==> config.mk <==
export PLATFORM = sky130hd
export DESIGN_NAME = moving_average_crossover_deadband_core
export DESIGN_NICKNAME = d
export VERILOG_FILES = /design/src/sv/macd_pkg.sv /design/src/sv/macd_ring.sv /design/src/sv/macd_decide.sv /design/src/sv/moving_average_crossover_deadband_core.sv
export VERILOG_INCLUDE_DIRS = /design/src /design/src/sv
export SDC_FILE = /design/constraint.sdc
export NUM_CORES = 2
export LEC_CHECK = 0
export BUFFER_PORTS_ARGS = -buffer_cell sky130_fd_sc_hd__buf_2
export CELL_PAD_IN_SITES_DETAIL_PLACEMENT = 1
export CELL_PAD_IN_SITES_GLOBAL_PLACEMENT = 2
export CORE_AREA = 2 2 553 500
export CTS_CLUSTER_SIZE = 40
export DETAILED_ROUTE_END_ITERATION = 8
export DIE_AREA = 0 0 555 502
export PLACE_DENSITY = 0.84
export SLEW_MARGIN = 0
export SYNTH_ARGS = -nofsm -noshare
export SYNTH_HDL_FRONTEND = slang
export SYNTH_SLANG_ARGS = --single-unit
==> constraint.sdc <==
create_clock -name clk -period 7.29 [get_ports clk]
set_clock_uncertainty 0.05 [all_clocks]
set_input_delay 1.458 -clock clk [delete_from_list [all_inputs] [get_ports clk]]
set_output_delay 1.458 -clock clk [all_outputs]
set_load 0.1 [all_outputs]
==> src/sv/moving_average_crossover_deadband_core_defines.svh <==
// Assertion macros for the moving average crossover core.
`ifndef MOVING_AVERAGE_CROSSOVER_DEADBAND_CORE_DEFINES_SVH
`define MOVING_AVERAGE_CROSSOVER_DEADBAND_CORE_DEFINES_SVH

`ifndef SYNTHESIS
`define MACD_ASSERT_ALWAYS(lbl, expr, msg) \
  lbl: assert property (@(posedge clk) disable iff (!rst_n) (expr)) else $error(msg);
`define MACD_ASSERT_IMP(lbl, ante, cons, msg) \
  lbl: assert property (@(posedge clk) disable iff (!rst_n) (ante) |-> (cons)) else $error(msg);
`else
`define MACD_ASSERT_ALWAYS(lbl, expr, msg)
`define MACD_ASSERT_IMP(lbl, ante, cons, msg)
`endif

`endif

==> src/sv/macd_pkg.sv <==
// Shared types and constants for the moving average crossover core.
`timescale 1ns / 1ps

package macd_pkg;

  localparam int PRICE_W    = 32;
  localparam int MAG_W      = PRICE_W - 1;
  localparam int MAX_WINDOW = 64;
  localparam int RING_AW    = $clog2(MAX_WINDOW);
  localparam int SUM_W      = MAG_W + RING_AW;
  localparam int FAST_W     = 6;
  localparam int SLOW_W     = 7;
  localparam int DBAND_W    = 31;
  localparam int FS_W       = FAST_W + SLOW_W;
  localparam int BAND_W     = DBAND_W + FS_W;
  localparam int PROD_W     = SUM_W + SLOW_W;
  localparam int CMP_W      = ((PROD_W > BAND_W) ? PROD_W : BAND_W) + 1;
  localparam int CFG_IDX_W  = 2;
  localparam int CFG_DATA_W = DBAND_W;

  localparam logic [CFG_IDX_W-1:0] REG_FAST_LEN = 2'd0;
  localparam logic [CFG_IDX_W-1:0] REG_SLOW_LEN = 2'd1;
  localparam logic [CFG_IDX_W-1:0] REG_DEADBAND = 2'd2;

  typedef enum logic [1:0] {
    DEC_HOLD = 2'd0,
    DEC_BUY  = 2'd1,
    DEC_SELL = 2'd2
  } decision_t;

  typedef struct packed {
    logic             start;
    logic [SUM_W-1:0] fast_sum;
    logic [SUM_W-1:0] slow_sum;
  } dec_req_t;

  typedef struct packed {
    logic      done;
    decision_t decision;
  } dec_rsp_t;

endpackage

==> src/sv/macd_ring.sv <==
// Price ring memory: one write port, one read port with registered data.
`timescale 1ns / 1ps

module macd_ring (
  input  logic                        clk,
  input  logic                        we,
  input  logic [macd_pkg::RING_AW-1:0] waddr,
  input  logic [macd_pkg::MAG_W-1:0]   wdata,
  input  logic [macd_pkg::RING_AW-1:0] raddr,
  output logic [macd_pkg::MAG_W-1:0]   rdata
);
  import macd_pkg::*;

  logic [MAG_W-1:0] mem [MAX_WINDOW];
  logic [MAG_W-1:0] rdata_r;

  always_ff @(posedge clk) begin
    if (we) begin
      mem[waddr] <= wdata;
    end
    rdata_r <= mem[raddr];
  end

  assign rdata = rdata_r;

endmodule

==> src/sv/macd_decide.sv <==
// Cross-multiplied mean comparison with deadband, three register stages.
`timescale 1ns / 1ps

module macd_decide (
  input  logic                         clk,
  input  logic                         rst_n,
  input  logic [macd_pkg::FAST_W-1:0]  fast_len,
  input  logic [macd_pkg::SLOW_W-1:0]  slow_len,
  input  logic [macd_pkg::DBAND_W-1:0] deadband,
  input  macd_pkg::dec_req_t           req,
  output macd_pkg::dec_rsp_t           rsp
);
  import macd_pkg::*;

  logic              v1_r, v1_nxt;
  logic              v2_r, v2_nxt;
  logic              done_r, done_nxt;
  logic [PROD_W-1:0] lhs_r, lhs_nxt;
  logic [PROD_W-1:0] rhs_r, rhs_nxt;
  logic [FS_W-1:0]   fs_r, fs_nxt;
  logic [BAND_W-1:0] band_r, band_nxt;
  decision_t         dec_r, dec_nxt;
  logic [CMP_W-1:0]  lhs_ext, rhs_ext, band_ext;

  always_comb begin
    v1_nxt   = req.start;
    v2_nxt   = v1_r;
    done_nxt = v2_r;
    lhs_nxt  = lhs_r;
    rhs_nxt  = rhs_r;
    fs_nxt   = fs_r;
    band_nxt = band_r;
    dec_nxt  = dec_r;
    lhs_ext  = CMP_W'(lhs_r);
    rhs_ext  = CMP_W'(rhs_r);
    band_ext = CMP_W'(band_r);

    // stage 1: scale each sum by the other window length
    if (req.start) begin
      lhs_nxt = PROD_W'(req.fast_sum) * PROD_W'(slow_len);
      rhs_nxt = PROD_W'(req.slow_sum) * PROD_W'(fast_len);
      fs_nxt  = FS_W'(fast_len) * FS_W'(slow_len);
    end
    // stage 2: deadband scaled by both lengths
    if (v1_r) begin
      band_nxt = BAND_W'(deadband) * BAND_W'(fs_r);
    end
    // stage 3: compare against the band on both sides
    if (v2_r) begin
      if (lhs_ext > rhs_ext + band_ext) begin
        dec_nxt = DEC_BUY;
      end else if (lhs_ext + band_ext < rhs_ext) begin
        dec_nxt = DEC_SELL;
      end else begin
        dec_nxt = DEC_HOLD;
      end
    end
  end

  always_ff @(posedge clk) begin
    if (!rst_n) begin
      v1_r   <= 1'b0;
      v2_r   <= 1'b0;
      done_r <= 1'b0;
    end else begin
      v1_r   <= v1_nxt;
      v2_r   <= v2_nxt;
      done_r <= done_nxt;
    end
    lhs_r  <= lhs_nxt;
    rhs_r  <= rhs_nxt;
    fs_r   <= fs_nxt;
    band_r <= band_nxt;
    dec_r  <= dec_nxt;
  end

  assign rsp.done     = done_r;
  assign rsp.decision = dec_r;

endmodule

==> src/sv/moving_average_crossover_deadband_core.sv <==
// Top level: dual moving average crossover with deadband over a price ring.
//
//   Channel  Direction  Handshake            Payload
//   in       input      in_valid/in_ready    in_price (32b signed)
//   out      output     out_valid/out_ready  out_decision (2b), out_config_error (1b)
//   cfg      input      cfg_we (no stall)    cfg_index (2b), cfg_wdata (31b)
//
// One transaction at a time; the ring read-modify-write and the decide unit set the pace.
// Bad lengths or a nonpositive price: the accept state goes straight to the result state.
// Window still filling: accept, two ring reads, one ring write, fill check, result.
// Full window: adds the multiply and compare of the decide unit before the result.
// Reset is synchronous and needs no clearing pass; a stalled result blocks the next
// result only, a new input is taken while it waits.
`timescale 1ns / 1ps
`include "moving_average_crossover_deadband_core_defines.svh"

module moving_average_crossover_deadband_core (
  input  logic                            clk,
  input  logic                            rst_n,
  input  logic                            in_valid,
  output logic                            in_ready,
  input  logic signed [macd_pkg::PRICE_W-1:0] in_price,
  output logic                            out_valid,
  input  logic                            out_ready,
  output logic [1:0]                      out_decision,
  output logic                            out_config_error,
  input  logic                            cfg_we,
  input  logic [macd_pkg::CFG_IDX_W-1:0]  cfg_index,
  input  logic [macd_pkg::CFG_DATA_W-1:0] cfg_wdata
);
  import macd_pkg::*;

  typedef enum logic [2:0] {
    S_IDLE,
    S_RDS,
    S_WR,
    S_EVAL,
    S_WAIT,
    S_OUT
  } state_t;

  state_t             state_r, state_nxt;
  logic [FAST_W-1:0]  fast_len_r, fast_len_nxt;
  logic [SLOW_W-1:0]  slow_len_r, slow_len_nxt;
  logic [DBAND_W-1:0] deadband_r, deadband_nxt;
  logic [RING_AW-1:0] slot_r, slot_nxt;
  logic [SLOW_W-1:0]  fill_r, fill_nxt;
  logic [SUM_W-1:0]   fast_sum_r, fast_sum_nxt;
  logic [SUM_W-1:0]   slow_sum_r, slow_sum_nxt;
  logic [MAG_W-1:0]   price_r, price_nxt;
  decision_t          res_dec_r, res_dec_nxt;
  logic               res_err_r, res_err_nxt;
  logic               out_valid_r, out_valid_nxt;
  decision_t          out_decision_r, out_decision_nxt;
  logic               out_err_r, out_err_nxt;

  logic               in_accept;
  logic               bad_cfg;
  logic               nonpos;
  logic               ring_we;
  logic [RING_AW-1:0] ring_raddr;
  logic [MAG_W-1:0]   ring_rdata;
  dec_req_t           dec_req;
  dec_rsp_t           dec_rsp;

  assign in_ready  = (state_r == S_IDLE);
  assign in_accept = in_valid && in_ready;
  assign bad_cfg   = (fast_len_r == '0) || (slow_len_r > SLOW_W'(MAX_WINDOW)) ||
                     (SLOW_W'(fast_len_r) >= slow_len_r);
  assign nonpos    = in_price[PRICE_W-1] || (in_price == '0);

  // fast tail is read at accept, slow tail on the following cycle
  assign ring_raddr = (state_r == S_IDLE) ? (slot_r - fast_len_r[RING_AW-1:0])
                                          : (slot_r - slow_len_r[RING_AW-1:0]);
  assign ring_we    = (state_r == S_WR);

  assign dec_req.start    = (state_r == S_EVAL) && (fill_r >= slow_len_r);
  assign dec_req.fast_sum = fast_sum_r;
  assign dec_req.slow_sum = slow_sum_r;

  macd_ring u_ring (
    .clk   (clk),
    .we    (ring_we),
    .waddr (slot_r),
    .wdata (price_r),
    .raddr (ring_raddr),
    .rdata (ring_rdata)
  );

  macd_decide u_decide (
    .clk      (clk),
    .rst_n    (rst_n),
    .fast_len (fast_len_r),
    .slow_len (slow_len_r),
    .deadband (deadband_r),
    .req      (dec_req),
    .rsp      (dec_rsp)
  );

  always_comb begin
    state_nxt        = state_r;
    fast_len_nxt     = fast_len_r;
    slow_len_nxt     = slow_len_r;
    deadband_nxt     = deadband_r;
    slot_nxt         = slot_r;
    fill_nxt         = fill_r;
    fast_sum_nxt     = fast_sum_r;
    slow_sum_nxt     = slow_sum_r;
    price_nxt        = price_r;
    res_dec_nxt      = res_dec_r;
    res_err_nxt      = res_err_r;
    out_valid_nxt    = out_valid_r && !out_ready;
    out_decision_nxt = out_decision_r;
    out_err_nxt      = out_err_r;

    unique case (state_r)
      S_IDLE: begin
        if (in_accept) begin
          price_nxt   = in_price[MAG_W-1:0];
          res_dec_nxt = DEC_HOLD;
          res_err_nxt = bad_cfg;
          if (bad_cfg || nonpos) begin
            state_nxt = S_OUT;
          end else begin
            state_nxt = S_RDS;
          end
        end
      end
      S_RDS: begin
        // drop the oldest fast price once the fast window is full
        fast_sum_nxt = fast_sum_r + SUM_W'(price_r) -
                       ((fill_r >= SLOW_W'(fast_len_r)) ? SUM_W'(ring_rdata) : '0);
        state_nxt    = S_WR;
      end
      S_WR: begin
        slow_sum_nxt = slow_sum_r + SUM_W'(price_r) -
                       ((fill_r >= slow_len_r) ? SUM_W'(ring_rdata) : '0);
        slot_nxt     = slot_r + 1'b1;
        if (fill_r < slow_len_r) begin
          fill_nxt = fill_r + 1'b1;
        end
        state_nxt    = S_EVAL;
      end
      S_EVAL: begin
        if (fill_r >= slow_len_r) begin
          state_nxt = S_WAIT;
        end else begin
          state_nxt = S_OUT;
        end
      end
      S_WAIT: begin
        if (dec_rsp.done) begin
          res_dec_nxt = dec_rsp.decision;
          state_nxt   = S_OUT;
        end
      end
      S_OUT: begin
        // hold until the output register is free
        if (!out_valid_r || out_ready) begin
          out_valid_nxt    = 1'b1;
          out_decision_nxt = res_dec_r;
          out_err_nxt      = res_err_r;
          state_nxt        = S_IDLE;
        end
      end
      default: state_nxt = S_IDLE;
    endcase

    if (cfg_we) begin
      unique case (cfg_index)
        REG_FAST_LEN: begin
          fast_len_nxt = cfg_wdata[FAST_W-1:0];
          slot_nxt     = '0;
          fill_nxt     = '0;
          fast_sum_nxt = '0;
          slow_sum_nxt = '0;
        end
        REG_SLOW_LEN: begin
          slow_len_nxt = cfg_wdata[SLOW_W-1:0];
          slot_nxt     = '0;
          fill_nxt     = '0;
          fast_sum_nxt = '0;
          slow_sum_nxt = '0;
        end
        REG_DEADBAND: deadband_nxt = cfg_wdata[DBAND_W-1:0];
        default: ;
      endcase
    end
  end

  always_ff @(posedge clk) begin
    if (!rst_n) begin
      state_r     <= S_IDLE;
      fast_len_r  <= FAST_W'(2);
      slow_len_r  <= SLOW_W'(3);
      deadband_r  <= '0;
      slot_r      <= '0;
      fill_r      <= '0;
      fast_sum_r  <= '0;
      slow_sum_r  <= '0;
      out_valid_r <= 1'b0;
    end else begin
      state_r     <= state_nxt;
      fast_len_r  <= fast_len_nxt;
      slow_len_r  <= slow_len_nxt;
      deadband_r  <= deadband_nxt;
      slot_r      <= slot_nxt;
      fill_r      <= fill_nxt;
      fast_sum_r  <= fast_sum_nxt;
      slow_sum_r  <= slow_sum_nxt;
      out_valid_r <= out_valid_nxt;
    end
    price_r        <= price_nxt;
    res_dec_r      <= res_dec_nxt;
    res_err_r      <= res_err_nxt;
    out_decision_r <= out_decision_nxt;
    out_err_r      <= out_err_nxt;
  end

  assign out_valid        = out_valid_r;
  assign out_decision     = out_decision_r;
  assign out_config_error = out_err_r;

  `MACD_ASSERT_ALWAYS(a_fill_bounded, fill_r <= slow_len_r, "fill count exceeds slow length")
  `MACD_ASSERT_IMP(a_fast_le_slow, state_r == S_IDLE, fast_sum_r <= slow_sum_r, "fast sum too big")
  `MACD_ASSERT_IMP(a_err_holds, out_valid_r && out_err_r, out_decision_r == DEC_HOLD, "config error without hold")

endmodule

==> impl_metrics.toml <==
[synth]
yosys.area_share.simple_pct = 7.06
ys_seq_area_share_pct = 53.5
synth_compound_area_share_pct = 5.67
synth-edff-count = 2167
ys_async_sr_fraction_pct = 0
synth_cell_types = 99
syn_avg_cell_area_um2 = 14.2
synth_adder_area_share_pct = 16.2
ys_top_cells_by_area = "edfxtp_1 (51%), fa_1 (11%), mux4_2 (11%)"
yosysWarnings = 0
synth.most_common_cell = "edfxtp_1"
yosys.area.top_type = "edfxtp_1"
netlist.area_leader.share_pct = 50.9
synth_seq_cells = 2336
synthCells = 9019
synthTopCellsByCount = "edfxtp_1 (2,167), inv_1 (1,094), nand2_1 (917)"
synth_top_family_by_area = "adder cells"
synth_nets = 10300
synthFlopType = "edfxtp_1"
synth_mux_area_share_pct = 11.3
synthesis.area_mm2 = 0.128
synth_xor_area_share_pct = 1.79

[floorplan]
core.rowCount = 182
dieArea_mm2 = 0.279
die_height_um = 502
initial_core_util_pct = 46.9
die_x_um = 555
ios = 75
fp.coreArea_mm2 = 0.273

[routing]
wl_per_cell_um = 29.4
top_layer_used = "met5"
wl_met3_mm = 27.9
first_pass_iters = 6
vias = 77800
dr_wl_met2_mm = 185
postRouteAntennaNets = 0
drc_errors = 0
post_drt_via_cell_ratio = 5.99
first_iter_violations = 7914
wl_met1_mm = 148
wirelength_mm = 382

[timing]
rsz0062_at_grt = "no"
slew_headroom_pct = 11.9
timing.hold.ws_ps = 370
period_share_pct = 95.0
final-setup-viol-count = 0
period_minus_slack_ps = 6930
worst_pin_slew_ps = 1290
slew_viol_final = 0
hold_viol_final = 0
finalSetupTns_ps = 0
clock.fmax_mhz = 144

[grt]
grt_max_degree = 101
grt_pass1_wl_mm = 565
grt_overflow = 0
antenna_found_initial = 23
grt_pass1_vias = 83300
grtUsageTotal_pct = 27.6

[worst_setup_path]
worstReg2RegEnd = "u_decide.band_r[42]$_DFFE_PP_"
crit_type = "reg -> reg"
r2r-start = "u_decide.fs_r[1]$_DFFE_PP_"
slowest_delay_ps = 590
cp_max_fo = 18
crit_path_start = "u_decide.fs_r[1]$_DFFE_PP_"
cp.arrival_ps = 7450
crit_end = "u_decide.band_r[42]$_DFFE_PP_"
crit_path_end_kind = "flop"
worst_path_max_delay_cell = "edfxtp_1"
timing.reg2reg.worst_path_depth = 23
critPathLaunchType = "flop"
crit_top_cell = "fa_1"
critPathRequiredTime_ps = 7810
crit_chain = "buf_4 -> and2_1 -> fa_1 -> inv_1 -> fa_1 -> inv_1 -> fa_1 -> fa_1 -> inv_1 -> fa_1 -> inv_1 -> ha_1 -> and3_1 -> and2_1 -> a221o_1 -> nor2_1 -> o31ai_2 -> buf_4 -> a211oi_2 -> a211oi_2 -> a221o_1 -> a21oi_1 -> xnor2_1"
rrSetupSlack_ps = 360

[clock_tree]
clock_sink_count = 2336
clk_path_buf_depth = 4
cts-buffers-inserted = 237
clockRootBuffer = "clkbuf_16"
path_clk_slew_ps = 60
worstSkewPairLatency_ps = 960
h-tree-depth = 4
holdBufCountCts = 0
post_cts_buffers = 0
cts_resized = 0
cts_tree = "yes"

[power_and_ir_drop]
powerDensity_mw_per_mm2 = 277
ir_drop_mv = 0.294
leakage_nw = 53.3

[placement]
gp_congestion = 0.884
dp_hpwl_mm = 247
io_buffers = 74

[layout]
area_delta_synth_final_pct = 10.8
fin_nets = 10500
drive_gt1_share_pct = 15.5
final_core_util_pct = 52.0

[min_path]
hold_path_class = "reg -> reg"

[run]
max_cap_violations = 0

[run_status]
status = "completed"
[final cells by class]
| class | count | area (um^2) |
|---|---|---|
| antenna | 6 | 15.0 |
| clock buffer | 288 | 6180 |
| clock inverter | 146 | 1510 |
| fill | 26500 | 131000 |
| inverter | 1096 | 4110 |
| multi-input combinational | 5178 | 54300 |
| sequential | 2336 | 68500 |
| tap | 3588 | 4490 |
| timing repair buffer | 339 | 2610 |
[state kept, by name (all words and copies together) (netlist names), 2 cells and up]
register and flops:
u_ring.rdata 31, state_r 3, out_decision 2, u_decide.fs_r 13
u_decide.dec_r 2, slow_len_r 7, u_decide.band_r 44, slot_r 6
price_r 31, u_ring.mem 1984, fast_len_r 6, slow_sum_r 37
deadband_r 31, fill_r 7, res_dec_r 2, u_decide.rhs_r 43
fast_sum_r 37, u_decide.lhs_r 44
[how the worst min path moves through the flow]
stage | slack, ps | to | depth (start not counted) | startpoint
after floorplan | 350 | out_config_error$_DFFE_PP_ | 0 | res_err_r$_DFFE_PP_
after detailed placement | 360 | out_config_error$_DFFE_PP_ | 0 | res_err_r$_DFFE_PP_
after CTS | 370 | out_config_error$_DFFE_PP_ | 0 | res_err_r$_DFFE_PP_
after global routing | 390 | out_config_error$_DFFE_PP_ | 0 | res_err_r$_DFFE_PP_
final | 370 | out_config_error$_DFFE_PP_ | 0 | res_err_r$_DFFE_PP_
after global placement | 360 | out_config_error$_DFFE_PP_ | 0 | res_err_r$_DFFE_PP_
[cells in the final DEF (no fill, tap or decap), types with 20 or more instances in the layout]
master     count
nand2b_1      44
nand4_1       49
clkbuf_16    238
xor2_1        98
nor2_1       254
a21oi_1      353
a31oi_1       23
nand3_1       67
a21o_1       207
o21ai_0      135
ha_1         501
nor3_1        29
o21a_1        36
edfxtp_1    2167
and2_1       269
clkinv_1      42
a21boi_0      41
fa_1         719
buf_2         74
xnor2_1      160
clkinv_2      38
bufinv_16     25
mux2i_1       53
nand2_1      916
nor2_4        62
buf_12        20
clkbuf_1      46
inv_1       1094
nor2b_1      110
mux4_2       620
a211oi_1      60
o21bai_1      47
and3_1        35
o211ai_1      24
dfxtp_1      159
buf_4        245
[cells by family after synthesis]
group           after synthesis
simple gates               1936
buf+inv                    1505
mux                         674
flops                      2336
fa+ha+maj                  1222
compound gates             1084
xor+xnor                    262
[worst max-delay path, delay by kind of cell, from the launching register on]
kind                     cells  cell delay, ps
AO/OA/AOI/OAI                6            1260
adder cells (fa/ha/maj)      6            2940
AND/OR/NAND/NOR              4            1000
buffers and inverters        6             720
XOR/XNOR                     1              80
flip-flops                   1             590
[power by group]
part | internal, W | switching, W
clock network | 0.00695 | 0.00543
logic | 0.00489 | 0.00637
registers | 0.0152 | 0.000415
[per-stage QoR]
| stage | setup WS [ps] | std cells | area, um^2 | total power [W] |
|---|---|---|---|---|
| after detailed placement | 416 | 12500 | 134000 | 0.0269 |
| after floorplan | 1430 | 9019 | 128000 | 0.0232 |
| after global placement | 545 | 12500 | 134000 | 0.0266 |
| final | 361 | 13000 | 142000 | 0.0392 |
| after global routing | 73.7 | 13000 | 142000 | 0.0406 |
| after CTS | 361 | 13000 | 142000 | 0.0394 |
[layer usage]
metal	track usage, %	vias to the layer above
li1	-	32700
met1	36.1	40800
met2	46.0	3580
met3	3.92	774
met4	12.6	16
met5	0	-
Note: power is estimated with default switching activity, not from simulation.
